<file path="src/hdl/ydec_pkg.sv">
// Package: shared types, constants and the CRC-32 byte update for the yEnc body decoder.
`timescale 1ns / 1ps
`default_nettype none
package ydec_pkg;

   // Byte counter width; the reported count is the low 32 bits.
   localparam int COUNT_BITS = 32;

   // Result queue depth.
   localparam int RSP_DEPTH  = 2;
   localparam int RSP_PTR_W  = (RSP_DEPTH > 1) ? $clog2(RSP_DEPTH) : 1;
   localparam int RSP_CNT_W  = $clog2(RSP_DEPTH + 1);

   // Request kinds carried in the op field.
   localparam logic [1:0] OP_DATA = 2'd0;
   localparam logic [1:0] OP_EOL  = 2'd1;
   localparam logic [1:0] OP_PART = 2'd2;

   // Error codes.
   localparam logic ERR_NONE    = 1'b0;
   localparam logic ERR_ESC_EOL = 1'b1;

   // yEnc characters and offsets.
   localparam logic [7:0] CHAR_DOT      = 8'h2e;
   localparam logic [7:0] CHAR_ESCAPE   = 8'h3d;
   localparam logic [7:0] CHAR_NUL      = 8'h00;
   localparam logic [7:0] PLAIN_OFFSET  = 8'd42;
   localparam logic [7:0] ESCAPE_OFFSET = 8'd106;
   localparam logic [7:0] DOT_DECODED   = 8'(CHAR_DOT - PLAIN_OFFSET);

   localparam logic [31:0] CRC_POLY = 32'hedb88320;
   localparam logic [31:0] CRC_INIT = 32'hffffffff;

   localparam logic [1:0] LINE_POS_MAX = 2'd3;

   // Payload width of the result channel, rounded up to whole bytes.
   localparam int RSP_FIELD_BITS = 1 + 8 + 32 + 32 + 1;
   localparam int RSP_DATA_BITS  = ((RSP_FIELD_BITS + 7) / 8) * 8;

   // CSR map
   localparam int          CSR_ADDR_BITS   = 3;
   localparam logic        CSR_IDX_DOT_FIX = 1'b0;

   typedef struct packed {
      logic [1:0] op;
      logic [7:0] in_byte;
   } req_item_type;

   typedef struct packed {
      logic        out_valid;
      logic [7:0]  out_byte;
      logic [31:0] crc_value;
      logic [31:0] decoded_count;
      logic        error_code;
      logic        last;
   } rsp_item_type;

   // Reflected CRC-32, one byte.
   function automatic logic [31:0] crc_byte(input logic [31:0] crc, input logic [7:0] b);
      logic [31:0] c;
      c = crc ^ {24'h000000, b};
      for (int i = 0; i < 8; i++) begin
         c = c[0] ? ((c >> 1) ^ CRC_POLY) : (c >> 1);
      end
      return c;
   endfunction

endpackage
`default_nettype wire

</file>
<file path="src/hdl/yenc_body_decoder_crc32.sv">
// Top level: yEnc body decoder with running CRC-32, stream ports and CSR port.
// Requests pass the input register, the combinational decode core and the result queue.
// Throughput: one request per cycle while the result queue has room; a data byte other than
//   a dot after a held leading dot goes on a later pass; the core emits one result per cycle.
// Reset (synchronous, active high): CRC all ones, count zero, line state cleared,
//   dot fix disabled, input register and result queue empty.
`timescale 1ns / 1ps
`default_nettype none
module yenc_body_decoder_crc32
   import ydec_pkg::*;
(
   input  wire logic                       clock,
   input  wire logic                       reset,
   // request channel
   input  wire logic                       req_tvalid,
   output logic                            req_tready,
   input  wire logic [7:0]                 req_tdata,   // [7:0] in_byte
   input  wire logic [1:0]                 req_tuser,   // [1:0] op
   // result channel
   output logic                            rsp_tvalid,
   input  wire logic                       rsp_tready,
   output logic [RSP_DATA_BITS-1:0]        rsp_tdata,   // [0] out_valid, [8:1] out_byte,
                                                        // [40:9] crc_value,
                                                        // [72:41] decoded_count,
                                                        // [73] error_code, rest zero
   output logic                            rsp_tlast,   // last
   // CSR port
   input  wire logic                       csr_psel,
   input  wire logic                       csr_penable,
   input  wire logic                       csr_pwrite,
   input  wire logic [CSR_ADDR_BITS-1:0]   csr_paddr,
   input  wire logic [31:0]                csr_pwdata,
   output logic [31:0]                     csr_prdata,
   output logic                            csr_pready
);

   // CSR: single register, dot fix enable at byte address 0
   logic dot_fix_ff;
   logic csr_write;
   logic csr_hit;

   assign csr_pready = 1'b1;
   assign csr_hit    = (csr_paddr[CSR_ADDR_BITS-1] == CSR_IDX_DOT_FIX);
   assign csr_write  = csr_psel && csr_penable && csr_pwrite && csr_pready;
   assign csr_prdata = csr_hit ? {31'd0, dot_fix_ff} : 32'd0;

   always_ff @(posedge clock) begin
      if (reset) begin
         dot_fix_ff <= 1'b0;
      end else if (csr_write && csr_hit) begin
         dot_fix_ff <= csr_pwdata[0];
      end
   end

   // Input register: holds one request until the core takes it.
   logic         in_valid_ff;
   req_item_type in_item_ff;
   logic         consume;
   logic         req_take;

   assign req_tready = !in_valid_ff || consume;
   assign req_take   = req_tvalid && req_tready;

   always_ff @(posedge clock) begin
      if (reset) begin
         in_valid_ff <= 1'b0;
      end else if (req_tready) begin
         in_valid_ff <= req_tvalid;
      end
   end

   always_ff @(posedge clock) begin
      if (req_take) begin
         in_item_ff <= '{op: req_tuser, in_byte: req_tdata};
      end
   end

   // Decode core
   logic         rsp_room;
   logic         rsp_push;
   rsp_item_type core_item;

   ydec_core u_core (
      .clock          (clock),
      .reset          (reset),
      .dot_fix_enable (dot_fix_ff),
      .item_valid     (in_valid_ff),
      .item           (in_item_ff),
      .rsp_room       (rsp_room),
      .item_consume   (consume),
      .rsp_push       (rsp_push),
      .rsp_item       (core_item)
   );

   // Result queue feeding the output channel
   rsp_item_type q_item;

   ydec_rsp_queue u_rsp_queue (
      .clock     (clock),
      .reset     (reset),
      .push      (rsp_push),
      .push_item (core_item),
      .room      (rsp_room),
      .out_valid (rsp_tvalid),
      .out_ready (rsp_tready),
      .out_item  (q_item)
   );

   assign rsp_tdata = RSP_DATA_BITS'({q_item.error_code, q_item.decoded_count,
                                      q_item.crc_value, q_item.out_byte,
                                      q_item.out_valid});
   assign rsp_tlast = q_item.last;

endmodule
`default_nettype wire

</file>
<file path="src/hdl/ydec_core.sv">
// Core: line state, escapes, CRC and byte count; one result per cycle with queue room.
`timescale 1ns / 1ps
`default_nettype none
module ydec_core
   import ydec_pkg::*;
(
   input  wire logic         clock,
   input  wire logic         reset,
   input  wire logic         dot_fix_enable,
   input  wire logic         item_valid,
   input  req_item_type      item,
   input  wire logic         rsp_room,
   output logic              item_consume,
   output logic              rsp_push,
   output rsp_item_type      rsp_item
);

   logic [31:0]           crc_ff, crc_in;
   logic [COUNT_BITS-1:0] count_ff, count_in;
   logic                  esc_ff, esc_in;
   logic [1:0]            line_pos_ff, line_pos_in;
   logic                  held_ff, held_in;
   logic                  discard_ff, discard_in;

   logic       emit;
   logic [7:0] emit_val;
   logic       err;
   logic       last;

   always_comb begin
      crc_in       = crc_ff;
      count_in     = count_ff;
      esc_in       = esc_ff;
      line_pos_in  = line_pos_ff;
      held_in      = held_ff;
      discard_in   = discard_ff;
      emit         = 1'b0;
      emit_val     = DOT_DECODED;
      err          = 1'b0;
      last         = 1'b1;
      item_consume = 1'b0;

      if (item_valid && rsp_room) begin
         case (item.op)
            OP_DATA: begin
               if (discard_ff) begin
                  item_consume = 1'b1;
               end else if (held_ff && item.in_byte != CHAR_DOT) begin
                  // flush the held dot first; the byte itself goes on the next pass
                  // a zero byte or an escape gives nothing more, so the dot is last
                  emit    = 1'b1;
                  last    = (item.in_byte == CHAR_NUL) || (item.in_byte == CHAR_ESCAPE);
                  held_in = 1'b0;
               end else if (!held_ff && line_pos_ff == 2'd0 && dot_fix_enable &&
                            item.in_byte == CHAR_DOT && !esc_ff) begin
                  held_in      = 1'b1;
                  line_pos_in  = 2'd1;
                  item_consume = 1'b1;
               end else begin
                  held_in      = 1'b0;
                  item_consume = 1'b1;
                  if (line_pos_ff != LINE_POS_MAX) begin
                     line_pos_in = line_pos_ff + 2'd1;
                  end
                  if (item.in_byte == CHAR_NUL) begin
                     err        = esc_ff;
                     esc_in     = 1'b0;
                     discard_in = 1'b1;
                  end else if (esc_ff) begin
                     esc_in   = 1'b0;
                     emit     = 1'b1;
                     emit_val = 8'(item.in_byte - ESCAPE_OFFSET);
                  end else if (item.in_byte == CHAR_ESCAPE) begin
                     esc_in = 1'b1;
                  end else begin
                     emit     = 1'b1;
                     emit_val = 8'(item.in_byte - PLAIN_OFFSET);
                  end
               end
            end
            OP_EOL: begin
               if (held_ff) begin
                  emit         = 1'b1;
                  held_in      = 1'b0;
                  last         = !esc_ff;
                  item_consume = !esc_ff;
               end else begin
                  err          = esc_ff;
                  esc_in       = 1'b0;
                  line_pos_in  = 2'd0;
                  discard_in   = 1'b0;
                  item_consume = 1'b1;
               end
               if (!esc_ff) begin
                  line_pos_in = 2'd0;
                  discard_in  = 1'b0;
               end
            end
            OP_PART: begin
               crc_in       = CRC_INIT;
               count_in     = '0;
               esc_in       = 1'b0;
               line_pos_in  = 2'd0;
               held_in      = 1'b0;
               discard_in   = 1'b0;
               item_consume = 1'b1;
            end
            default: begin
               item_consume = 1'b1;
            end
         endcase
      end

      if (emit) begin
         crc_in = crc_byte(crc_ff, emit_val);
         if (count_ff != '1) begin
            count_in = count_ff + 1'b1;
         end
      end

      rsp_push                = emit || err;
      rsp_item.out_valid      = emit;
      rsp_item.out_byte       = emit ? emit_val : 8'h00;
      rsp_item.crc_value      = crc_in;
      rsp_item.decoded_count  = 32'(count_in);
      rsp_item.error_code     = err ? ERR_ESC_EOL : ERR_NONE;
      rsp_item.last           = last;
   end

   always_ff @(posedge clock) begin
      if (reset) begin
         crc_ff      <= CRC_INIT;
         count_ff    <= '0;
         esc_ff      <= 1'b0;
         line_pos_ff <= 2'd0;
         held_ff     <= 1'b0;
         discard_ff  <= 1'b0;
      end else begin
         crc_ff      <= crc_in;
         count_ff    <= count_in;
         esc_ff      <= esc_in;
         line_pos_ff <= line_pos_in;
         held_ff     <= held_in;
         discard_ff  <= discard_in;
      end
   end

   a_push_room: assert property (@(posedge clock) disable iff (reset)
      rsp_push |-> rsp_room) else $error("result pushed without queue room");
   a_consume_valid: assert property (@(posedge clock) disable iff (reset)
      item_consume |-> item_valid) else $error("request consumed while none held");
   a_held_no_esc: assert property (@(posedge clock) disable iff (reset)
      held_ff |-> (!esc_ff && !discard_ff)) else $error("held dot alongside escape/discard");
   a_flush_then_byte: assert property (@(posedge clock) disable iff (reset)
      (rsp_push && !rsp_item.last) |=> (item_valid && !held_ff))
      else $error("dot flush not followed by its request");

endmodule
`default_nettype wire

</file>
<file path="src/hdl/ydec_rsp_queue.sv">
// Small result queue that decouples the decode core from the result channel.
`timescale 1ns / 1ps
`default_nettype none
module ydec_rsp_queue
   import ydec_pkg::*;
(
   input  wire logic         clock,
   input  wire logic         reset,
   input  wire logic         push,
   input  rsp_item_type      push_item,
   output logic              room,
   output logic              out_valid,
   input  wire logic         out_ready,
   output rsp_item_type      out_item
);

   rsp_item_type           entry_ff [RSP_DEPTH];
   logic [RSP_PTR_W-1:0]   wr_ptr_ff, wr_ptr_in;
   logic [RSP_PTR_W-1:0]   rd_ptr_ff, rd_ptr_in;
   logic [RSP_CNT_W-1:0]   count_ff, count_in;
   logic                   pop;

   assign room      = (count_ff != RSP_CNT_W'(RSP_DEPTH));
   assign out_valid = (count_ff != '0);
   assign out_item  = entry_ff[rd_ptr_ff];
   assign pop       = out_valid && out_ready;

   always_comb begin
      wr_ptr_in = wr_ptr_ff;
      rd_ptr_in = rd_ptr_ff;
      count_in  = count_ff;
      if (push) begin
         wr_ptr_in = (wr_ptr_ff == RSP_PTR_W'(RSP_DEPTH - 1)) ? '0 : wr_ptr_ff + 1'b1;
      end
      if (pop) begin
         rd_ptr_in = (rd_ptr_ff == RSP_PTR_W'(RSP_DEPTH - 1)) ? '0 : rd_ptr_ff + 1'b1;
      end
      if (push && !pop) begin
         count_in = count_ff + 1'b1;
      end else if (pop && !push) begin
         count_in = count_ff - 1'b1;
      end
   end

   always_ff @(posedge clock) begin
      if (reset) begin
         wr_ptr_ff <= '0;
         rd_ptr_ff <= '0;
         count_ff  <= '0;
      end else begin
         wr_ptr_ff <= wr_ptr_in;
         rd_ptr_ff <= rd_ptr_in;
         count_ff  <= count_in;
      end
   end

   always_ff @(posedge clock) begin
      if (push) begin
         entry_ff[wr_ptr_ff] <= push_item;
      end
   end

   a_no_overflow: assert property (@(posedge clock) disable iff (reset)
      push |-> room) else $error("push into full result queue");
   a_count_bound: assert property (@(posedge clock) disable iff (reset)
      count_ff <= RSP_CNT_W'(RSP_DEPTH)) else $error("result queue count out of range");
   a_count_track: assert property (@(posedge clock) disable iff (reset)
      (push && !pop) |=> (count_ff == $past(count_ff) + 1'b1))
      else $error("result queue count missed a push");

endmodule
`default_nettype wire

</file>
<file path="config.mk">
export PLATFORM = sky130hd
export DESIGN_NAME = yenc_body_decoder_crc32
export DESIGN_NICKNAME = d
export VERILOG_FILES = /design/src/hdl/ydec_pkg.sv /design/src/hdl/yenc_body_decoder_crc32.sv /design/src/hdl/ydec_core.sv /design/src/hdl/ydec_rsp_queue.sv
export SDC_FILE = /design/constraint.sdc
export NUM_CORES = 1
export LEC_CHECK = 0
export BUFFER_PORTS_ARGS = -buffer_cell sky130_fd_sc_hd__buf_2
export CORE_UTILIZATION = 30
export DETAILED_ROUTE_END_ITERATION = 6
export GPL_TIMING_DRIVEN = 0
export MAX_ROUTING_LAYER = met4
export PLACE_DENSITY_LB_ADDON = 0.1
export SYNTH_ARGS = -nofsm -noshare
export SYNTH_HDL_FRONTEND = slang
export SYNTH_HIERARCHICAL = 1
export SYNTH_SLANG_ARGS = --single-unit
</file>
<file path="constraint.sdc">
create_clock -name clock -period 10.05 [get_ports clock]
set_clock_uncertainty 0.2 [all_clocks]
set_input_delay 2.01 -clock clock [delete_from_list [all_inputs] [get_ports clock]]
set_output_delay 2.01 -clock clock [all_outputs]
set_load 0.1 [all_outputs]
</file>
==> metrics.md <==
| Metric | Value |
|---|---|
| EDFF count, synth | `160` |
| All-Layer GR Usage | `15.9%` |
| Crit path capture type | `output pin` |
| CP arrival | `2.71 ns` |
| Worst Path Required | `7.84 ns` |
| CP cell instances | `buf_2, and2b_2, buf_2` |
| Reg-to-Reg End | `u_rsp_queue/entry_ff[0][24]` |
| Die X | `199 um` |
| Bufs and invs on worst path | `2` |
| Max cap viols | `0` |
| CP Launch Type | `primary input` |
| First-pass GRT wire length | `around 46000 um` |
| Clock power share | `a little under a third` |
| Postcts setup bufs | `0` |
| CTS buffer count | `28` |
| Peak VDD IR | `102 uV` |
| Register-to-register setup slack | `approximately 5.3 ns` |
| Biggest cell delay along the critical path | `between 0.4 and 0.5 ns` |
| # diodes | `0` |
| Switching part of the total | `40.6%` |
| Leak pwr | `between 4 and 5 nW` |
| Flip-flop and latch area | `0.00633 mm^2` |
| Post-synth top area cell | `edfxtp_1` |
| Slowest cell on the critical path | `buf_2` |
| Kind of critical path | `in -> out` |
| Vias per cell | `4.57` |
| Worst-Margin Slew | `1.07 ns` |
| Grt ovf | `0` |
| Hold Crit Class | `reg -> reg` |
| Peak Freq | `roughly 200 MHz` |
| Sequential-to-total area share from yosys stat | `54.4%` |
| GR Util met3 | `2.20%` |
| Logic pwr share | `36.1%` |
| Hpwl dp | `21600 um` |
| Final WL | `30200 um` |
| R2R depth | `14` |
| Synth Instances | `975` |
| Synth Flop Type | `edfxtp_1` |
| Initial antenna violation count | `0` |
| Period utilization | `between 40% and 50%` |
| Compound-Gate Fraction of Synth Area | `7.79%` |
| Reg power frac | `roughly a third` |
| Fin. Hold Viols | `0` |
| Power density over cell area | `235 mW/mm^2` |
| Antenna Nets Post-Route | `0` |
| Cts hold-fix bufs | `0` |
| Final setup fails | `0` |
| Ys async rst share | `0%` |
| CP Max Fanout | `2` |
| RePlAce Congestion | `0.817` |
| Worst hold start | `u_core/line_pos_ff[1]` |
| Clk Latency, worst-skew pair | `between 0.5 and 0.6 ns` |
| Largest family of logic cells by synthesized area | `simple AND/OR/NAND/NOR gates` |
| Post-synthesis mux area share | `7.65%` |
| Initial core utilization | `30.6%` |
| CTS Sinks | `236` |
| Core ar. | `0.0379 mm^2` |
| Largest net degree at the start of global routing | `48` |
| Starting DRT DRC Count | `394` |
| I/O Buffers | `96` |
| Synth top area share | `41.3%` |
| Vias in the first global route | `between 7000 and 8000` |
| CTS resizes | `0` |
| Netlist Area Pre-Place | `0.0116 mm^2` |
| Crit-path most repeated cell | `buf_2` |
| Row cnt | `71` |
| Synth Area in Simple Gates | `~12%` |
| #FFs+latches synth | `236` |
| Layout area overhead | `19.3%` |
| Setup tns final | `0 ns` |
| XOR/XNOR share of the synthesized area | `11.2%` |
| Fin crit period | `4.92 ns` |
| DRC | `0` |
| Clock slew at reported path FFs | `0.05 ns` |
| Post-Synth Adder-Cell Area | `under 10%` |
| CTS tree | `done` |
| Library cells used by synthesis | `between 60 and 70` |
| Synth warnings | `6` |
| RSZ-0062 raised after global routing | `no` |
| Relative slew slack | `28.2%` |
| Most Crowded Layer GR | `met2` |
| Fillers | `3818` |
| Multi-input logic area | `0.00482 mm^2` |
| Met2 GRT Util | `24.3%` |
| Largest cells by area after synthesis | `edfxtp_1 41%, dfxtp_1 13%, mux2_2 7.3%` |
| Net switching power | `1.32 mW` |
| Slew Viols, Final | `0` |
| Met1 Use GR | `about 22%` |
| Drt first pass iters | `5` |
| Power Internal | `roughly 1.9 mW` |
| Syn Area/Cell | `about 12 um^2` |
| Status | `completed` |
| Total Power | `about 3.3 mW` |
| Hold Path Stages | `2` |
| WHS Endpoint | `u_core/line_pos_ff[1]` |
| Die area | `roughly 0.040 mm^2` |
| H-tree depth | `1` |
| Nets | `1201` |
| RR Startpoint | `in_item_ff[9]` |
| Wire length per cell | `18.0 um` |
| Clock Tree Buf Depth | `3` |
| Total I/O pin count | `between 150 and 200` |
| Root Buffer | `clkbuf_16` |
| Vias | `7647` |
| Die H | `199 um` |
| Layout cells sized above 1 | `approximately a quarter` |
| Crit path max-delay family | `buffers and inverters` |
[tightest hold or removal path, delay by kind of cell (launching register included)]
family | cells | cell delay (ns)
and+or+nand+nor | 1 | 0.06
AOI/OAI and AO/OA | 1 | 0.05
DFF | 1 | 0.32
[power by group through the flow]
stage	registers [mW]	logic [mW]	clock network, mW
6_report	1.09	1.18	0.996
5_1_grt	1.09	1.23	1.07
4_1_cts	1.09	1.19	1.03
3_5_place_dp	1.11	1.19	0
3_3_place_gp	1.11	1.19	0
2_1_floorplan	1.11	0.995	0
[final cells by class]
cell class | instances | share of cell area [%]
sequential | 236 | 45.6
tap | 511 | 4.61
inverter | 17 | 0.460
multi-input combinational | 669 | 34.7
buffer | 89 | 4.05
clock buffer | 38 | 5.54
clock inverter | 14 | 1.02
timing repair buffer | 99 | 3.95
[logic make-up (layout without fill, tap and decap cells)]
group / count (synthesis) / count (layout)
AND/OR/NAND/NOR: 262 / 262
flip-flops: 236 / 236
AO/OA/AOI/OAI: 154 / 154
XOR/XNOR: 126 / 126
buffers and inverters: 106 / 257
multiplexers: 79 / 79
adder cells (fa/ha/maj): 10 / 10
other: 2 / 38
[per-layer routing]
| layer | vias up | share of wire [%] | wire length, um |
|---|---|---|---|
| met2 | 172 | 45 | 13600 |
| met3 | 33 | 4.5 | 1350 |
| li1 | 3737 | - | - |
| met1 | 3705 | 49 | 14900 |
| met5 | - | 0 | 0 |
| met4 | 0 | 1.4 | 425 |
[Yosys cell counts (all sizes together), types with 4 or more instances]
cell,instances
nor2,45
and3,18
o21ai,70
mux2,76
nand2,51
nand4,6
xnor3,12
buf,62
o22a,9
xnor2,79
a21oi,44
o21a,6
nor3,28
edfxtp,160
dfxtp,76
nand2b,8
and2,26
ha,9
nand3,25
nand3b,5
nor4,5
or3,12
clkbuf,27
or2,14
o211ai,4
and4,4
a21o,4
xor2,33
inv,17
[registers in the layout, indices dropped and copies added, names as in the netlist, named ones only]
signal                 count
u_core/held_ff             1
u_core/count_ff           32
u_core/esc_ff              1
u_rsp_queue/wr_ptr_ff      1
u_core/discard_ff          1
in_item_ff                10
u_rsp_queue/rd_ptr_ff      1
u_rsp_queue/entry_ff     150
dot_fix_ff                 1
in_valid_ff                1
u_core/crc_ff             32
u_rsp_queue/count_ff       2
u_core/line_pos_ff         2
[per-stage QoR]
| step | hold WS (ns) | instances | utilization, % | setup slack [ns] | cell area [um^2] |
|---|---|---|---|---|---|
| 2_1_floorplan | 0.249 | 1011 | - | 3.68 | 11800 |
| 3_3_place_gp | 0.272 | 1618 | 34.0 | 0.218 | 12900 |
| 3_5_place_dp | 0.278 | 1621 | 34.2 | 5.13 | 13000 |
| 4_1_cts | 0.285 | 1673 | 36.6 | 5.13 | 13900 |
| 5_1_grt | 0.322 | 1673 | 36.6 | 4.98 | 13900 |
| 6_report | 0.289 | 1673 | 36.6 | 5.13 | 13900 |
[layout by cell type, fill, tap and decap left out, types with 4 or more instances in the layout]
| master | count |
|---|---|
| buf_6 | 7 |
| clkbuf_1 | 34 |
| edfxtp_1 | 160 |
| clkinv_2 | 5 |
| and3_1 | 18 |
| nand2b_1 | 8 |
| xnor3_1 | 12 |
| o21a_1 | 6 |
| xor2_1 | 32 |
| a21oi_1 | 43 |
| nand3_1 | 25 |
| buf_2 | 107 |
| and2_1 | 25 |
| nand4_1 | 6 |
| nor3_1 | 26 |
| a21o_1 | 4 |
| o22a_1 | 9 |
| or2_2 | 12 |
| xnor2_1 | 79 |
| o211ai_1 | 4 |
| clkbuf_16 | 28 |
| o21ai_0 | 70 |
| or3_1 | 12 |
| and4_1 | 4 |
| nand2_1 | 51 |
| dfxtp_1 | 76 |
| ha_1 | 9 |
| nor2_1 | 45 |
| conb_1 | 38 |
| nand3b_1 | 5 |
| mux2_2 | 75 |
| inv_1 | 17 |
| buf_4 | 43 |
[how the worst max path moves through the flow]
stage	slack [ns]	depth (start not counted)	end	start
after floorplan	3.68	13	u_rsp_queue/entry_ff[0][0]	in_item_ff[8]
after global placement	0.22	13	u_rsp_queue/entry_ff[0][44]	in_item_ff[8]
after detailed placement	5.13	3	csr_prdata[0]	csr_paddr[2]
after CTS	5.13	3	csr_prdata[0]	csr_paddr[2]
after global routing	4.98	14	u_rsp_queue/entry_ff[0][28]	in_item_ff[9]
final	5.13	3	csr_prdata[0]	csr_paddr[2]
No activity file was read; power rests on OpenSTA's default activity.
